$ cat src/hw/rtl/btla_pkg.sv
// ----------------------------------------------------------------------------
// btla_pkg
// Request codes and the command/status bundles between controller and
// datapath of the bakery ticket lock arbiter.
// ----------------------------------------------------------------------------
`timescale 1ns / 1ps
`default_nettype none

package btla_pkg;

    localparam logic [1:0] REQ_TAKE    = 2'd0;
    localparam logic [1:0] REQ_POLL    = 2'd1;
    localparam logic [1:0] REQ_RELEASE = 2'd2;

    localparam int REQ_W    = 2;
    localparam int ID_W     = 3;
    localparam int TICKET_W = 16;
    localparam int CFG_W    = 4;
    localparam logic [CFG_W-1:0] ACTIVE_RESET = 4'd8;

    // controller -> datapath
    typedef struct packed {
        logic accept;   // input beat taken this cycle
        logic rd_self;  // read the requester's own ticket
        logic rd_scan;  // read the next ticket of the scan
        logic finish;   // commit state and load the result register
    } t_cmd;

    // datapath -> controller
    typedef struct packed {
        logic bad_id;     // client id outside the client range
        logic scan_zero;  // scan covers no client
        logic scan_last;  // current scan read is the last one
        logic out_free;   // result register can take a new beat
    } t_sts;

endpackage

`default_nettype wire

$ cat src/hw/rtl/btla_ctrl.sv
// ----------------------------------------------------------------------------
// btla_ctrl
// Sequencer for one request: own-ticket read, ticket scan, drain, commit.
// ----------------------------------------------------------------------------
`timescale 1ns / 1ps
`default_nettype none

module btla_ctrl (
    input  wire logic          i_clk,
    input  wire logic          i_rst_n,
    input  wire logic          i_in_valid,
    output logic               o_in_stall,
    input  wire btla_pkg::t_sts i_sts,
    output btla_pkg::t_cmd     o_cmd
);

    typedef enum logic [4:0] {
        S_IDLE  = 5'b00001,
        S_READ  = 5'b00010,
        S_SCAN  = 5'b00100,
        S_DRAIN = 5'b01000,
        S_FIN   = 5'b10000
    } t_state;

    t_state r_state;
    t_state n_state;

    always_ff @(posedge i_clk) begin
        if (!i_rst_n) begin
            r_state <= S_IDLE;
        end else begin
            r_state <= n_state;
        end
    end

    always_comb begin
        n_state        = r_state;
        o_cmd          = '0;
        o_in_stall     = 1'b1;
        unique case (r_state)
            S_IDLE: begin
                o_in_stall   = 1'b0;
                o_cmd.accept = i_in_valid;
                if (i_in_valid) begin
                    n_state = S_READ;
                end
            end
            S_READ: begin
                o_cmd.rd_self = !i_sts.bad_id;
                if (i_sts.bad_id) begin
                    n_state = S_FIN;
                end else if (i_sts.scan_zero) begin
                    n_state = S_DRAIN;
                end else begin
                    n_state = S_SCAN;
                end
            end
            S_SCAN: begin
                o_cmd.rd_scan = 1'b1;
                if (i_sts.scan_last) begin
                    n_state = S_DRAIN;
                end
            end
            S_DRAIN: begin
                n_state = S_FIN;
            end
            S_FIN: begin
                // hold until the result register is free
                o_cmd.finish = i_sts.out_free;
                if (i_sts.out_free) begin
                    n_state = S_IDLE;
                end
            end
            default: begin
                n_state = S_IDLE;
            end
        endcase
    end

endmodule

`default_nettype wire

$ cat src/hw/rtl/btla_dp.sv
// ----------------------------------------------------------------------------
// btla_dp
// Ticket memory, waiting flags, scan accumulators and the result register.
// ----------------------------------------------------------------------------
`timescale 1ns / 1ps
`default_nettype none

module btla_dp #(
    parameter int NUM_CLIENTS = 8,
    parameter int TICKET_BITS = 16
) (
    input  wire logic                           i_clk,
    input  wire logic                           i_rst_n,
    input  wire logic                           i_cfg_we,
    input  wire logic [btla_pkg::CFG_W-1:0]     i_cfg_wdata,
    input  wire logic [btla_pkg::REQ_W-1:0]     i_req_type,
    input  wire logic [btla_pkg::ID_W-1:0]      i_client_id,
    input  wire btla_pkg::t_cmd                 i_cmd,
    output btla_pkg::t_sts                      o_sts,
    output logic                                o_out_valid,
    input  wire logic                           i_out_stall,
    output logic                                o_granted,
    output logic [btla_pkg::TICKET_W-1:0]       o_ticket,
    output logic                                o_overflow
);

    localparam int CW  = (NUM_CLIENTS > 1) ? $clog2(NUM_CLIENTS) : 1;
    localparam int SNW = CW + 1;
    localparam int CPW = (TICKET_BITS < btla_pkg::TICKET_W) ? TICKET_BITS
                                                            : btla_pkg::TICKET_W;
    localparam logic [TICKET_BITS-1:0] TICKET_TOP = '1;

    // configuration and request
    logic [btla_pkg::CFG_W-1:0]   r_active;
    logic [btla_pkg::REQ_W-1:0]   r_req;
    logic [CW-1:0]                r_id;
    logic                         r_bad;

    // storage
    logic [TICKET_BITS-1:0]       mem [NUM_CLIENTS];
    logic [NUM_CLIENTS-1:0]       r_tvalid;
    logic [NUM_CLIENTS-1:0]       r_wait;
    logic [TICKET_BITS-1:0]       r_rdata;
    logic                         r_rvalid;

    // scan
    logic [SNW-1:0]               r_idx;
    logic                         r_p_self;
    logic                         r_p_scan;
    logic [CW-1:0]                r_p_idx;
    logic [TICKET_BITS-1:0]       r_mine;
    logic [TICKET_BITS-1:0]       r_top;
    logic                         r_other_wait;
    logic                         r_block_sat;
    logic                         r_block;

    logic [SNW-1:0]               scan_n;
    logic [CW-1:0]                rd_addr;
    logic                         rd_en;
    logic [TICKET_BITS-1:0]       rd_tk;
    logic                         other;
    logic                         sat;
    logic [TICKET_BITS-1:0]       new_tk;
    logic                         take_wr;

    always_comb begin
        if (32'(r_active) > NUM_CLIENTS) begin
            scan_n = SNW'(NUM_CLIENTS);
        end else begin
            scan_n = SNW'(r_active);
        end
    end

    assign rd_en    = i_cmd.rd_self | i_cmd.rd_scan;
    assign rd_addr  = i_cmd.rd_self ? r_id : r_idx[CW-1:0];
    // an entry never written reads as zero
    assign rd_tk    = r_rvalid ? r_rdata : '0;
    assign other    = (r_p_idx != r_id) && r_wait[r_p_idx];
    assign sat      = (r_top == TICKET_TOP);
    assign new_tk   = sat ? TICKET_TOP : r_top + 1'b1;
    assign take_wr  = i_cmd.finish && !r_bad && (r_req == btla_pkg::REQ_TAKE);

    assign o_sts.bad_id    = r_bad;
    assign o_sts.scan_zero = (scan_n == '0);
    assign o_sts.scan_last = (SNW'(r_idx + 1'b1) == scan_n);
    assign o_sts.out_free  = !o_out_valid || !i_out_stall;

    always_ff @(posedge i_clk) begin
        if (!i_rst_n) begin
            r_active <= btla_pkg::ACTIVE_RESET;
        end else if (i_cfg_we) begin
            r_active <= i_cfg_wdata;
        end
    end

    always_ff @(posedge i_clk) begin
        if (i_cmd.accept) begin
            r_req <= i_req_type;
            r_id  <= CW'(i_client_id);
            r_bad <= (32'(i_client_id) >= NUM_CLIENTS);
        end
    end

    // ticket memory
    always_ff @(posedge i_clk) begin
        if (take_wr) begin
            mem[r_id] <= new_tk;
        end
        if (rd_en) begin
            r_rdata <= mem[rd_addr];
        end
    end

    always_ff @(posedge i_clk) begin
        if (!i_rst_n) begin
            r_tvalid <= '0;
            r_wait   <= '0;
            r_rvalid <= 1'b0;
        end else begin
            if (rd_en) begin
                r_rvalid <= r_tvalid[rd_addr];
            end
            if (take_wr) begin
                r_tvalid[r_id] <= 1'b1;
                r_wait[r_id]   <= 1'b1;
            end
            if (i_cmd.finish && !r_bad && (r_req == btla_pkg::REQ_RELEASE)) begin
                r_wait[r_id] <= 1'b0;
            end
        end
    end

    // read tags follow the memory latency
    always_ff @(posedge i_clk) begin
        if (!i_rst_n) begin
            r_idx    <= '0;
            r_p_self <= 1'b0;
            r_p_scan <= 1'b0;
        end else begin
            r_p_self <= i_cmd.rd_self;
            r_p_scan <= i_cmd.rd_scan;
            if (i_cmd.accept) begin
                r_idx <= '0;
            end else if (i_cmd.rd_scan) begin
                r_idx <= r_idx + 1'b1;
            end
        end
    end

    always_ff @(posedge i_clk) begin
        r_p_idx <= r_idx[CW-1:0];
        if (i_cmd.accept) begin
            r_mine       <= '0;
            r_top        <= '0;
            r_other_wait <= 1'b0;
            r_block_sat  <= 1'b0;
            r_block      <= 1'b0;
        end else begin
            if (r_p_self) begin
                r_mine <= rd_tk;
            end
            if (r_p_scan) begin
                if (rd_tk > r_top) begin
                    r_top <= rd_tk;
                end
                // a fresh ticket sits above every scanned one, so any other waiter
                // blocks it; once saturated, only lower tickets or lower ids do
                if (other) begin
                    r_other_wait <= 1'b1;
                end
                if (other && (rd_tk != TICKET_TOP || r_p_idx < r_id)) begin
                    r_block_sat <= 1'b1;
                end
                if (other && (rd_tk < r_mine || (rd_tk == r_mine && r_p_idx < r_id))) begin
                    r_block <= 1'b1;
                end
            end
        end
    end

    // result register
    always_ff @(posedge i_clk) begin
        if (!i_rst_n) begin
            o_out_valid <= 1'b0;
        end else if (i_cmd.finish) begin
            o_out_valid <= 1'b1;
        end else if (!i_out_stall) begin
            o_out_valid <= 1'b0;
        end
    end

    always_ff @(posedge i_clk) begin
        if (i_cmd.finish) begin
            if (r_bad) begin
                o_granted  <= 1'b0;
                o_overflow <= 1'b0;
                o_ticket   <= '0;
            end else begin
                case (r_req)
                    btla_pkg::REQ_TAKE: begin
                        o_granted  <= sat ? !r_block_sat : !r_other_wait;
                        o_overflow <= sat;
                        o_ticket   <= btla_pkg::TICKET_W'(new_tk[CPW-1:0]);
                    end
                    btla_pkg::REQ_POLL: begin
                        o_granted  <= !r_block;
                        o_overflow <= 1'b0;
                        o_ticket   <= btla_pkg::TICKET_W'(r_mine[CPW-1:0]);
                    end
                    default: begin
                        o_granted  <= 1'b0;
                        o_overflow <= 1'b0;
                        o_ticket   <= btla_pkg::TICKET_W'(r_mine[CPW-1:0]);
                    end
                endcase
            end
        end
    end

endmodule

`default_nettype wire

$ cat src/hw/rtl/bakery_ticket_lock_arbiter.sv
// ----------------------------------------------------------------------------
// bakery_ticket_lock_arbiter
// Ticket-order lock arbiter for up to NUM_CLIENTS clients.
// ----------------------------------------------------------------------------
// One request is worked at a time. A request that names a client in range is
// accepted, reads the requester's own ticket, scans the stored tickets of the
// first n clients, where n is active_clients capped at NUM_CLIENTS, then drains
// the memory read latency and commits. A client id outside the range skips the
// reads and the scan. The commit waits while the result register is held by a
// stall. The result sits in an output register; the next request is taken once
// the previous one has been committed to it.
`timescale 1ns / 1ps
`default_nettype none

module bakery_ticket_lock_arbiter #(
    parameter int NUM_CLIENTS = 8,
    parameter int TICKET_BITS = 16
) (
    input  wire logic                       i_clk,
    input  wire logic                       i_rst_n,
    input  wire logic                       i_cfg_we,
    input  wire logic [btla_pkg::CFG_W-1:0] i_cfg_wdata,
    input  wire logic                       i_in_valid,
    output logic                            o_in_stall,
    input  wire logic [btla_pkg::REQ_W-1:0] i_req_type,
    input  wire logic [btla_pkg::ID_W-1:0]  i_client_id,
    output logic                            o_out_valid,
    input  wire logic                       i_out_stall,
    output logic                            o_granted,
    output logic [btla_pkg::TICKET_W-1:0]   o_ticket,
    output logic                            o_overflow
);

    btla_pkg::t_cmd cmd;
    btla_pkg::t_sts sts;

    btla_ctrl u_ctrl (
        .i_clk      (i_clk),
        .i_rst_n    (i_rst_n),
        .i_in_valid (i_in_valid),
        .o_in_stall (o_in_stall),
        .i_sts      (sts),
        .o_cmd      (cmd)
    );

    btla_dp #(
        .NUM_CLIENTS (NUM_CLIENTS),
        .TICKET_BITS (TICKET_BITS)
    ) u_dp (
        .i_clk       (i_clk),
        .i_rst_n     (i_rst_n),
        .i_cfg_we    (i_cfg_we),
        .i_cfg_wdata (i_cfg_wdata),
        .i_req_type  (i_req_type),
        .i_client_id (i_client_id),
        .i_cmd       (cmd),
        .o_sts       (sts),
        .o_out_valid (o_out_valid),
        .i_out_stall (i_out_stall),
        .o_granted   (o_granted),
        .o_ticket    (o_ticket),
        .o_overflow  (o_overflow)
    );

endmodule

`default_nettype wire

$ cat config.mk
export PLATFORM = sky130hd
export DESIGN_NAME = bakery_ticket_lock_arbiter
export DESIGN_NICKNAME = d
export VERILOG_FILES = /design/src/hw/rtl/btla_pkg.sv /design/src/hw/rtl/btla_ctrl.sv /design/src/hw/rtl/btla_dp.sv /design/src/hw/rtl/bakery_ticket_lock_arbiter.sv
export SDC_FILE = /design/constraint.sdc
export NUM_CORES = 1
export LEC_CHECK = 0
export BUFFER_PORTS_ARGS = -buffer_cell sky130_fd_sc_hd__buf_4
export CORE_MARGIN = 3
export CORE_UTILIZATION = 49
export CTS_BUF_LIST = sky130_fd_sc_hd__clkbuf_4
export DETAILED_ROUTE_END_ITERATION = 16
export GPL_ROUTABILITY_DRIVEN = 0
export PLACE_DENSITY = 0.68
export SLEW_MARGIN = 10
export SYNTH_ARGS = -nofsm -noshare
export SYNTH_HDL_FRONTEND = slang
export SYNTH_SLANG_ARGS = --single-unit
$ cat constraint.sdc
create_clock -name i_clk -period 4 [get_ports i_clk]
set_clock_uncertainty 0.05 [all_clocks]
set_input_delay 0.4 -clock i_clk [delete_from_list [all_inputs] [get_ports i_clk]]
set_output_delay 0.4 -clock i_clk [all_outputs]
set_load 0.01 [all_outputs]
## Word-level counts from Yosys, hierarchy flattened

Memory sizes are Yosys's and may differ from the RTL's. A register that Yosys moved wholly into a read port is not among the register bits.
Index checks and enable logic that the tools add are counted.

| cells by class | value |
|---|---|
| eq/ne operators | 16 |
| $lt $le $gt $ge | 8 |
| $add $sub $neg | 2 |
| reductions and logical operators | 23 |
| muxes and demuxes | 30 |
| bitwise logic cells | 6 |

Operators by type and width:

| kind | number |
|---|---|
| two-way mux 16 bit | 3 |
| one-hot mux 5 bit (5 select lines) | 1 |
| two-way mux 8 bit | 3 |
| adder 16 x 1 -> 16 bit (second input constant) | 1 |
| == test 16 bit | 1 |
| == test 16 bit (second input constant) | 1 |
| greater-than comparator 16 bit | 1 |
| < comparator 16 bit | 1 |
| != test 16 bit (second input constant) | 1 |
| bitwise OR 8 bit | 2 |
| two-way mux 5 bit | 3 |
| two-way mux 1 bit | 13 |
| < comparator 3 x 4 -> 1 bit (second input constant) | 3 |
| AND 8 bit | 1 |
| two-way mux 4 bit | 2 |
| inverter 8 bit | 1 |
| AND reduction 2 bit | 4 |
| logical AND 1 bit | 7 |
| binary-select mux 1 bit (select 3 bit) | 2 |
| == test 5 x 1 -> 1 bit (second input constant) | 1 |
| == test 5 x 2 -> 1 bit (second input constant) | 1 |
| == test 5 x 3 -> 1 bit (second input constant) | 1 |
| == test 5 x 4 -> 1 bit (second input constant) | 1 |
| == test 5 bit (second input constant) | 1 |
| other kinds (21) | 29 |

| storage, ports and cells | value |
|---|---|
| input port bits | 14 |
| memories kept | 1 |
| logic and storage cells | 106 |
| output and inout bits | 20 |
| bits in writable memories | 128 |
| flip-flop bits (word level) | 94 |

Memories:

| name | depth | bits a word | read ports | clocked after memory_dff | wr ports | line | RTL |
|---|---|---|---|---|---|---|---|
| u_dp.mem | 8 | 16 | 1 | 1 | 1 | btla_dp.sv:40 | `logic [TICKET_BITS-1:0] mem [NUM_CLIENTS];` |

## Depth between registers and ports, before layout

Gate-level depths: netlist of run 1.

| depth | value |
|---|---|
| depth after elaboration | 9 |
| mapped depth | 10 |
| depth with buffers taken out | 8 |

## Modules after synthesis

Synthesis of run 1 repeated with hierarchy kept, for this count alone.

| unflattened totals | value |
|---|---|
| cell total of the unflattened synthesis | 767 |
| area total of the unflattened synthesis | 10684.0 µm² |

By module, submodules not included:

| module | times used | seq. area each (µm²) | cells each | area each (µm²) |
|---|---|---|---|---|
| btla_dp | 1 | 6336.1 | 725 | 10346.2 |
| btla_ctrl | 1 | 100.1 | 42 | 337.8 |

## Least setup slack after synthesis of run 1

Ideal clock, no wire load.

| path | value |
|---|---|
| path kind | register -> register |
| start | register u_ctrl.r_state[0] |
| end | memory u_dp.mem[1][0] (enable) |
| setup time | 0.391 ns |
| period minus slack after synthesis | 3.438 ns |
| required time | 3.559 ns |
| arrival time | 2.997 ns |
| path slack | 0.562 ns |
| buffers on the path | 1 |
| stages on the path, launching flop included | 7 |
| cell sequence | dfxtp_1 > clkbuf_1 > nor2_1 > nand3_1 > a21oi_1 > nand3_1 > nor2_1 |

RTL lines:

| what | line | RTL |
|---|---|---|
| from (decl) | btla_ctrl.sv:25 | `t_state r_state;` |
| from (signal assigned) | btla_ctrl.sv:32 | `r_state <= n_state;` |
| to (decl) | btla_dp.sv:40 |  |

## Final worst setup path of run 1

| path | value |
|---|---|
| start | register u_dp.r_rvalid |
| end | register u_dp.r_top[12] |

| between the ends | value |
|---|---|
| longest elaborated chain between the ends | 3 |

RTL lines:

| what | line | RTL |
|---|---|---|
| from (decl) | btla_dp.sv:44 | `logic r_rvalid;` |
| from (signal assigned) | btla_dp.sv:121 | `r_rvalid <= r_tvalid[rd_addr];` |
| two-way mux 16 bit | btla_dp.sv:77 | `assign rd_tk = r_rvalid ? r_rdata : '0;` |
| named net u_dp.rd_tk[13] | btla_dp.sv:60 | `logic [TICKET_BITS-1:0] rd_tk;` |
| greater-than comparator 16 bit | btla_dp.sv:163 | `if (rd_tk > r_top) begin` |
| AND reduction 2 bit (no source line) | - |  |
| to (signal assigned) | btla_dp.sv:164 | `r_top <= rd_tk;` |
| to (decl) | btla_dp.sv:52 | `logic [TICKET_BITS-1:0] r_top;` |

The timed path passes the listed nets, and every way through them passes these cells.
A chain may end at the register's enable or synchronous reset.

==> impl_metrics.tcl, run 1 <==
set metrics [dict create \
    fmax_mhz 321 \
    dr.pass1.iters 6 \
    cap_violations 0 \
    rsz0062_at_grt "false" \
    syn_inst 932 \
    area_growth_pct 14.1 \
    leakage_nw 4.60 \
    drc 0 \
    clockRootBuffer "clkbuf_4" \
    synth_cell_types 58 \
    cts.sinks 238 \
    fp.dieH_um 154 \
    path_clk_slew_ns 0.07 \
    drt-initial-drc-count 573 \
    ys_ff_latch 238 \
    viasPerCell 5.63 \
    multiInputGateArea_um2 3900 \
    vias 7476 \
    ir_drop_mv 0.174 \
    required_ns 4.55 \
    period_needed_ns 3.11 \
    powerDensity_nw_per_um2 410 \
    cts.repair.resized 0 \
    rrSetupSlack_ns 0.89 \
    startpoint_type "flop" \
    netlist.top_cell.by_area "edfxtp_1" \
    synth.area.top_cells "edfxtp_1, dfxtp_1, nand2_1, ha_1, mux2i_1" \
    overflow 0 \
    clk_latency_ns 0.68 \
    synthesis.nets 980 \
    crit_path_start "u_dp.r_rvalid" \
    worst_pin_slew_ns 1.10 \
    wl_per_cell_um 18.5 \
    synth.cell_area_um2 10700 \
    antenna_found_initial 1 \
    drive_gt1_share_pct 17.4 \
    holdCritPathClass "input pin to flop" \
    cts_buffers 59 \
    final_cell_mix "nand2_1, edfxtp_1, clkbuf_4" \
    fin_crit_sh_pct 77.8 \
    grt_pass1_wl_um 39000 \
    synth.avg_cell_area_um2 11.4 \
    critical_path_class "flop to flop" \
    ys_seq_area_share_pct 60.3 \
    grt_max_degree 67 \
    grt.total_usage_pct 20.8 \
    final_common_cell "nand2_1" \
    cts.path.max_buffers 3 \
    worst_ep_arrival_time_ns 3.66 \
    cp-end-kind "flop" \
    hold_viol 0 \
    ios 34 \
    dieArea_um2 23600 \
    cp_cell_sequence "and2_1, ha_1, a21o_1, a21o_1, a221oi_1, nand3b_1, nand2_1, mux2i_1" \
    cpPeakStageDelay_ns 0.65 \
    post_cts_buffers 0 \
    ys.warnings.count 0 \
    slew_violations 0 \
    rows 53 \
    synth_top_area_share_pct 47.0 \
    regArea_um2 6440 \
    cpMostUsedCell "a21o_1" \
    synth_edf_count 167 \
    fin_nets 1057 \
    cts_tree "built" \
    whs_path_depth 2 \
    worst-path-max-fanout 19 \
    design.core.area_um2 21200 \
    crit_slowest_cell "dfxtp_1" \
    endpoint "u_dp.r_top[12]" \
    setup_viol 0 \
    die_x_um 154 \
    grt_pass1_vias 7380 \
    drt_wl_total_um 24600 \
    r2r_start "u_dp.r_rvalid" \
    ys_async_sr_fraction_pct 0 \
    setup_tns_ns 0 \
    htree_num_levels 2 \
    r2r-end "u_dp.r_top[12]" \
    io_buffers 33 \
    status "complete, no violations" \
    synth_ff_type "edfxtp_1" \
    dp_hpwl_um 15700 \
    ant_nets 0 \
    slew_headroom_pct 26.5 \
    ff2ff_path_depth 8 \
    start_util_pct 50.3 \
    nFillCells 1783 \
    fin_total_pwr_mw 4.98 \
]
-- layer usage --
layer	GRT usage, %	routed length [um]	up-vias
li1	-	-	3584
met1	28.9	11300	3617
met2	32.1	11200	223
met3	4.31	1470	52
met4	8.54	648	0
met5	0	0	-
-- registers in the layout (all words and copies together) (netlist names), 2 cells and up, named ones only --
| register | cells |
|---|---|
| u_dp.r_id | 3 |
| u_dp.o_ticket | 16 |
| u_ctrl.r_state | 5 |
| u_dp.mem | 128 |
| u_dp.r_active | 4 |
| u_dp.r_req | 2 |
| u_dp.r_mine | 16 |
| u_dp.r_idx | 4 |
| u_dp.r_tvalid | 8 |
| u_dp.r_p_idx | 3 |
| u_dp.r_rdata | 16 |
| u_dp.r_top | 16 |
-- repair_timing --
action,in CTS,in global routing
hold buffers,16,0
endpoints found under the hold margin,11,0
setup endpoints to repair,0,0
-- area by class of cell --
| type | instances | share of cell area, % |
|---|---|---|
| antenna | 1 | 0.0206 |
| clock buffer | 96 | 5.92 |
| clock inverter | 7 | 0.679 |
| inverter | 36 | 1.11 |
| multi-input combinational | 608 | 32.0 |
| sequential | 238 | 52.9 |
| tap | 275 | 2.83 |
| timing repair buffer | 66 | 4.50 |
-- synth_stat cells, types with 5 or more instances --
master    instances
and3_1           22
a211oi_1         17
nor2b_1           6
nand4_1          12
dfxtp_1          71
a21o_1            6
mux2_2            5
a311oi_1         17
o221a_2           8
clkbuf_1         30
ha_1             34
o21ai_0          21
a31oi_1          10
a31o_1           16
inv_1            36
nor2_1           52
o21a_1            8
nand3_1          46
nor3_1            5
nand2_1         175
edfxtp_1        167
and2_1           18
a21oi_1          22
buf_2            15
mux2i_1          40
xnor2_1          22
-- critical path: cells and delay by family, from the launching register on --
| kind | cells | cell delay, ns |
|---|---|---|
| muxes | 1 | 0.35 |
| and+or+nand+nor | 3 | 1.01 |
| AOI/OAI and AO/OA | 3 | 0.68 |
| DFF | 1 | 0.65 |
| adders and majority gates | 1 | 0.28 |
-- stage by stage --
step                      util, %  hold WS [ns]  area, um2  setup slack [ns]  std cells
after detailed placement     52.8         0.392      11200             0.877       1207
after global routing         57.3        0.0320      12200             0.579       1327
after floorplan                 -         0.356      10700             0.562        932
final                        57.3        0.0694      12200             0.890       1327
after CTS                    57.3        0.0130      12200             0.907       1326
after global placement       52.8         0.391      11200             0.994       1207
-- logic make-up after synthesis --
group | share of synthesized area (%)
multiplexers | 4.70
AND/OR/NAND/NOR | 15.9
buffers and inverters | 3.48
adder cells (fa/ha/maj) | 3.99
AO/OA/AOI/OAI | 9.58
flip-flops | 60.3
XOR/XNOR | 1.97
-- how the worst min path moves through the flow --
stage,start,to,slack [ns]
2_1_floorplan,u_dp.r_idx[2],u_dp.r_p_idx[2],0.36
3_3_place_gp,u_dp.r_idx[2],u_dp.r_p_idx[2],0.39
3_5_place_dp,u_dp.r_idx[2],u_dp.r_p_idx[2],0.39
4_1_cts,i_rst_n,u_dp.r_tvalid[6],0.01
5_1_grt,i_rst_n,u_dp.r_tvalid[3],0.03
6_report,i_rst_n,u_dp.r_tvalid[6],0.07
-- where the power goes --
| part | leakage (nW) | switching (mW) | internal, mW |
|---|---|---|---|
| registers | 2.38 | 0.0231 | 2.63 |
| logic | 1.75 | 0.134 | 0.0856 |
| clock network | 0.476 | 0.918 | 1.20 |
No activity file was read; power rests on OpenSTA's default activity.
==> run 2: changes to the inputs <==
Settings changed: ABC_AREA set to 1.
Clock period 4 ns to 3 ns, I/O delays scaled along.
==> run 2 against run 1 <==
Final cell count up 13%. Routed wire length up 4.1%. Die area up 0.93%. Fmax up 23%. Total power up 33%. Count of clock-buffer cells in the layout unchanged. Global-route usage up 0.94 points. Utilization up 0.32 points. Critical path depth up 7. Clock power up 30%. Worst setup slack worse by 0.42 ns. Sequential power up 33%. Critical path type unchanged. Largest power group unchanged.
==> impl_metrics.tcl, run 2 <==
set metrics [dict create \
    synthTopCellsByCount "nand2_1, edfxtp_1, inv_1, nor2_1, o21ai_0" \
    wl_per_cell_um 17.0 \
    fin_crit_sh_pct 84.5 \
    startpoint_type "flop" \
    dieArea_um2 23800 \
    io_buffers 33 \
    cpMostUsedCell "nand2_1" \
    ys_seq_area_share_pct 59.8 \
    cts.path.max_buffers 3 \
    design.core.area_um2 21300 \
    cp_cell_sequence "buf_4, nand2_1, inv_1, ha_1, inv_1, o21bai_2, inv_1, nand2_1, nand2_1, nand2_1, nand2_1, nand2_4, nand2_8, nand2_1, a21oi_1" \
    worst_ep_arrival_time_ns 3.10 \
    period_needed_ns 2.53 \
    start_util_pct 50.6 \
    overflow 0 \
    min_from "i_req_type[0]" \
    p_comb_share_pct 5.5 \
    setup_ws_ns 0.466 \
    p_sw_mw 1.51 \
    path_clk_slew_ns 0.07 \
    setup_viol 0 \
    cap_violations 0 \
    setup_tns_ns 0 \
    status "complete, no violations" \
    synth_edf_count 167 \
    regMostFlops "u_dp.mem" \
    synth_top_area_share_pct 46.6 \
    post_dp_cell_area_um2 11300 \
    required_ns 3.57 \
    rows 53 \
    drt_wl_total_um 25600 \
    synth_ff_type "edfxtp_1" \
    hold_ws_ns 0.282 \
    drt-initial-drc-count 646 \
    synthesis.nets 1138 \
    ios 34 \
    post_cts_buffers 0 \
    synth.avg_cell_area_um2 9.88 \
    hold_viol 0 \
    cts.sinks 238 \
    clockRootBuffer "clkbuf_4" \
    slew_violations 0 \
    crit_slowest_cell "dfxtp_1" \
    ys.warnings.count 0 \
    dp_hpwl_um 16200 \
    vias 8094 \
    drc 0 \
    antenna_found_initial 1 \
    grt_pass1_wl_um 41400 \
    synth.area.top_cells "edfxtp_1, dfxtp_1, nand2_1, o21ai_0, inv_1" \
    drive_gt1_share_pct 16.2 \
    r2r_start "u_dp.r_rvalid" \
    worst_pin_slew_ns 0.937 \
    netlist.top_cell.by_area "edfxtp_1" \
    holdCritPathClass "input pin to flop" \
    htree_num_levels 2 \
    final_cells 1504 \
    crit_path_start "u_dp.r_rvalid" \
    grt.total_usage_pct 21.7 \
    synth.cell_area_um2 10800 \
    seqPwrFrac_pct 53.0 \
    clockPowerShare_pct 41.5 \
    ant_nets 0 \
    p_int_mw 5.14 \
    place_worst_setup_slack_ns 0.497 \
    fp.dieH_um 154 \
    fmax_mhz 395 \
    cpPeakStageDelay_ns 0.69 \
    dpl.cell_count 1378 \
    critical_path_class "flop to flop" \
    area_growth_pct 14.0 \
    ys_async_sr_fraction_pct 0 \
    fin_nets 1233 \
    worst-path-max-fanout 18 \
    slew_headroom_pct 36.9 \
    final_cell_mix "nand2_1, edfxtp_1, inv_1" \
    final_cell_area_um2 12300 \
    synth_cell_types 45 \
    die_x_um 154 \
    clk_latency_ns 0.68 \
    ir_drop_mv 0.287 \
    syn_inst 1090 \
    grt_max_degree 68 \
    final_common_cell "nand2_1" \
    leakage_nw 4.94 \
    synth_most_common_cell "nand2_1" \
    viasPerCell 5.38 \
    cts_buffers 60 \
    grt_pass1_vias 7925 \
    cp-end-kind "flop" \
    ys_ff_latch 238 \
    powerDensity_nw_per_um2 542 \
    cts_tree "built" \
    largest_reg_flops 128 \
    rsz0062_at_grt "false" \
    dr.pass1.iters 6 \
    switching_share_pct 22.7 \
]
==> run 2: changes by cell type in the layout (fill, tap and decap cells not counted), moves of 31 or more <==
cell     before  now
inv_1        36  116
o21ai_0      20   91
nor2_1       43  101
mux2i_1      39    0
o22ai_1       0   33
a21oi_1      20   51
o21ai_1       1   32
==> run 2: final timing paths <==
| check | end | slack, ns | cells past startpoint |
|---|---|---|---|
| hold reg to reg | u_dp.r_p_idx[2] | 0.37 | 0 |
| setup reg to reg | u_dp.r_top[5] | 0.47 | 15 |
| hold / removal | u_dp.r_req[0] | 0.28 | 2 |
| setup / recovery | u_dp.r_top[5] | 0.47 | 15 |
==> run 2: layout make-up <==
type | count | area, um2
Sequential cell | 238 | 6440
Antenna cell | 1 | 2.50
Timing Repair Buffer | 74 | 606
Multi-Input combinational cell | 687 | 3630
Clock buffer | 96 | 721
Clock inverter | 9 | 65.1
Fill cell | 1828 | 9010
Tap cell | 275 | 344
Inverter | 124 | 467
==> run 2: power by group through the flow <==
stage          Sequential (mW)  Clock (mW)  Combinational (mW)
2_1_floorplan             3.59           0               0.257
6_report                  3.53        2.76               0.367
5_1_grt                   3.53        3.03               0.411
3_3_place_gp              3.60           0               0.336
4_1_cts                   3.53        2.82               0.365
3_5_place_dp              3.60           0               0.341
==> run 2: stage by stage <==
stage          utilization (%)  total power [mW]
2_1_floorplan                -              3.84
3_3_place_gp              53.0              3.93
3_5_place_dp              53.0              3.94
4_1_cts                   57.7              6.71
5_1_grt                   57.7              6.97
6_report                  57.7              6.65
==> run 2: routing by layer <==
| layer | part of all wire [%] | up-vias | track usage [%] |
|---|---|---|---|
| li1 | - | 3969 | - |
| met3 | 6.7 | 40 | 4.28 |
| met1 | 43 | 3804 | 28.7 |
| met5 | 0 | - | 0 |
| met2 | 49 | 281 | 36.3 |
| met4 | 1.6 | 0 | 6.94 |
==> run 2: kinds of logic (layout without fill, tap and decap cells) <==
group / after synthesis / count (layout) / synth area share (%)
AND/OR/NAND/NOR: 418 / 418 / 17.6
flip-flops: 238 / 238 / 59.8
buffers and inverters: 165 / 303 / 6.54
adder cells (fa/ha/maj): 34 / 34 / 3.95
other: 0 / 1 / 0
AO/OA/AOI/OAI: 228 / 228 / 11.6
XOR/XNOR: 7 / 7 / 0.569
==> run 2: critical path, delay by kind of cell, from the launching register on <==
kind,cells,cell delay (ns)
AOI/OAI and AO/OA,2,0.19
adders and majority gates,1,0.28
buffers and inverters,4,0.52
DFF,1,0.69
and+or+nand+nor,8,0.75
==> run 2: repair_timing <==
action | 4_1_cts | 5_1_grt
endpoints found under the hold margin | 32 | 0
resized for setup | 0 | 0
hold buffers | 20 | 0
==> run 3: changes to the inputs <==
Clock period 3 ns to 2.4 ns, I/O delays scaled along.
==> run 3 against run 2 <==
Register-to-register slack worse by 0.35 ns. First-iteration DRC count down 5.1%. Non-clock buffer count grew 23. Global-route usage down 0.20 points. Worst hold slack worse by 0.043 ns. Count of clock-buffer cells in the layout down 8.
==> impl_metrics.tcl, run 3 (synthesized netlist as in run 2, its figures left out) <==
set metrics [dict create \
    ir_drop_mv 0.433 \
    grt_pass1_wl_um 40800 \
    dp_hpwl_um 16700 \
    hold_viol 0 \
    clk_latency_ns 0.68 \
    area_growth_pct 17.6 \
    final_cell_mix "nand2_1, edfxtp_1, inv_1" \
    cp_top_family "buffers and inverters" \
    cpMostUsedCell "dlygate4sd3_1" \
    required_ns 2.91 \
    nFillCells 1792 \
    met1_usage_pct 28.3 \
    largest_reg_flops 128 \
    wl_per_cell_um 16.8 \
    status "complete, no violations" \
    cpPeakStageDelay_ns 0.57 \
    top_usage_layer "met2" \
    cts.sinks 238 \
    vias 8269 \
    period_needed_ns 2.30 \
    use_met3_pct 3.39 \
    leakage_nw 5.11 \
    slew_headroom_pct 44.3 \
    place_worst_setup_slack_ns -0.120 \
    met2_usage_pct 36.5 \
    grt_max_degree 68 \
    dpl.cell_count 1395 \
    worst_ep_arrival_time_ns 2.81 \
    worst_pin_slew_ns 0.835 \
    overflow 0 \
    design.core.area_um2 21300 \
    setup_ws_ns 0.104 \
    regMostFlops "u_dp.mem" \
    cts.path.max_buffers 3 \
    setup_viol 0 \
    dieArea_um2 23800 \
    io_buffers 33 \
    clockRootBuffer "clkbuf_4" \
    drt-initial-drc-count 613 \
    final_common_cell "nand2_1" \
    holdCritPathClass "input pin to flop" \
    path_buf_inv 5 \
    cts_tree "built" \
    die_x_um 154 \
    crit_path_start "i_rst_n" \
    cts_buffers 59 \
    regArea_um2 6440 \
    ant_nets 0 \
    crit_slowest_cell "dlygate4sd3_1" \
    drt_wl_total_um 25800 \
    final_cells 1533 \
    viasPerCell 5.39 \
    critical_path_class "input pin to flop" \
    fp.dieH_um 154 \
    cp-end-kind "flop" \
    cp_cell_sequence "dlygate4sd3_1, buf_4, clkinv_1, a21oi_1, dlygate4sd3_1, o21ai_0, dlygate4sd3_1" \
    min_from "i_req_type[1]" \
    antenna_found_initial 1 \
    r2r_start "u_dp.r_rvalid" \
    worst-path-max-fanout 21 \
    dr.pass1.iters 4 \
    path_clk_slew_ns 0.06 \
    drive_gt1_share_pct 17.3 \
    startpoint_type "input pin" \
    cap_violations 0 \
    rows 53 \
    drc 0 \
    htree_num_levels 2 \
    fin_crit_sh_pct 95.7 \
    fin_nets 1255 \
    start_util_pct 50.6 \
    fmax_mhz 436 \
    ios 34 \
    powerDensity_nw_per_um2 659 \
    grt_pass1_vias 7976 \
    hold_ws_ns 0.239 \
    multiInputGateArea_um2 3650 \
    slew_violations 0 \
    grt.total_usage_pct 21.5 \
]
## run 3: cell types whose count changed in the layout (fill, tap and decap cells not counted), sizes merged
| cell | previous run | this run |
|---|---|---|
| clkbuf | 96 | 88 |
| clkinvlp | 0 | 1 |
| clkinv | 10 | 23 |
| buf | 54 | 77 |
## run 3: final cells by class
cell class,instances,share of cell area [%]
Sequential cell,238,50.8
Multi-Input combinational cell,687,28.9
Timing Repair Buffer,97,7.73
Clock buffer,88,5.22
Inverter,124,3.69
Tap cell,275,2.72
Clock inverter,23,0.958
Antenna cell,1,0.0198
## run 3: per-stage QoR
step	setup TNS (ns)	instance area, um2	total power, mW	util [%]
floorplan	0	10800	4.80	-
global placement	-0.349	11600	4.94	54.3
detailed placement	-1.66	11600	4.95	54.3
CTS	0	12500	8.36	58.9
global route	-0.00837	12700	8.72	59.5
finish	0	12700	8.35	59.5
## run 3: what timing repair did
| item | CTS | global route |
|---|---|---|
| hold endpoints to repair | 32 | 0 |
| hold buffers | 20 | 0 |
| pin swaps | 0 | 3 |
| endpoints found under the setup margin | 16 | 19 |
| gates resized for setup | 1 | 6 |
| cloned | 0 | 0 |
| setup buffers | 0 | 6 |
## run 3: report_power, final
group	leakage, nW	total [mW]	switching, mW	internal (mW)
Clock	0.455	3.39	1.60	1.79
Combinational	2.56	0.553	0.340	0.213
Sequential	2.10	4.40	0.0237	4.38
## run 3: layer usage
metal	routed length (um)	up-vias
li1	-	4014
met1	10700	3898
met2	12600	306
met3	1940	51
met4	577	0
met5	0	-
## run 3: final timing paths
kind              cells past startpoint  slack [ns]               end
setup / recovery                      7        0.10  u_dp.r_active[3]
hold / removal                        2        0.24     u_dp.r_req[1]
setup reg to reg                     11        0.12     u_dp.r_top[5]
hold reg to reg                       0        0.37   u_dp.r_p_idx[1]
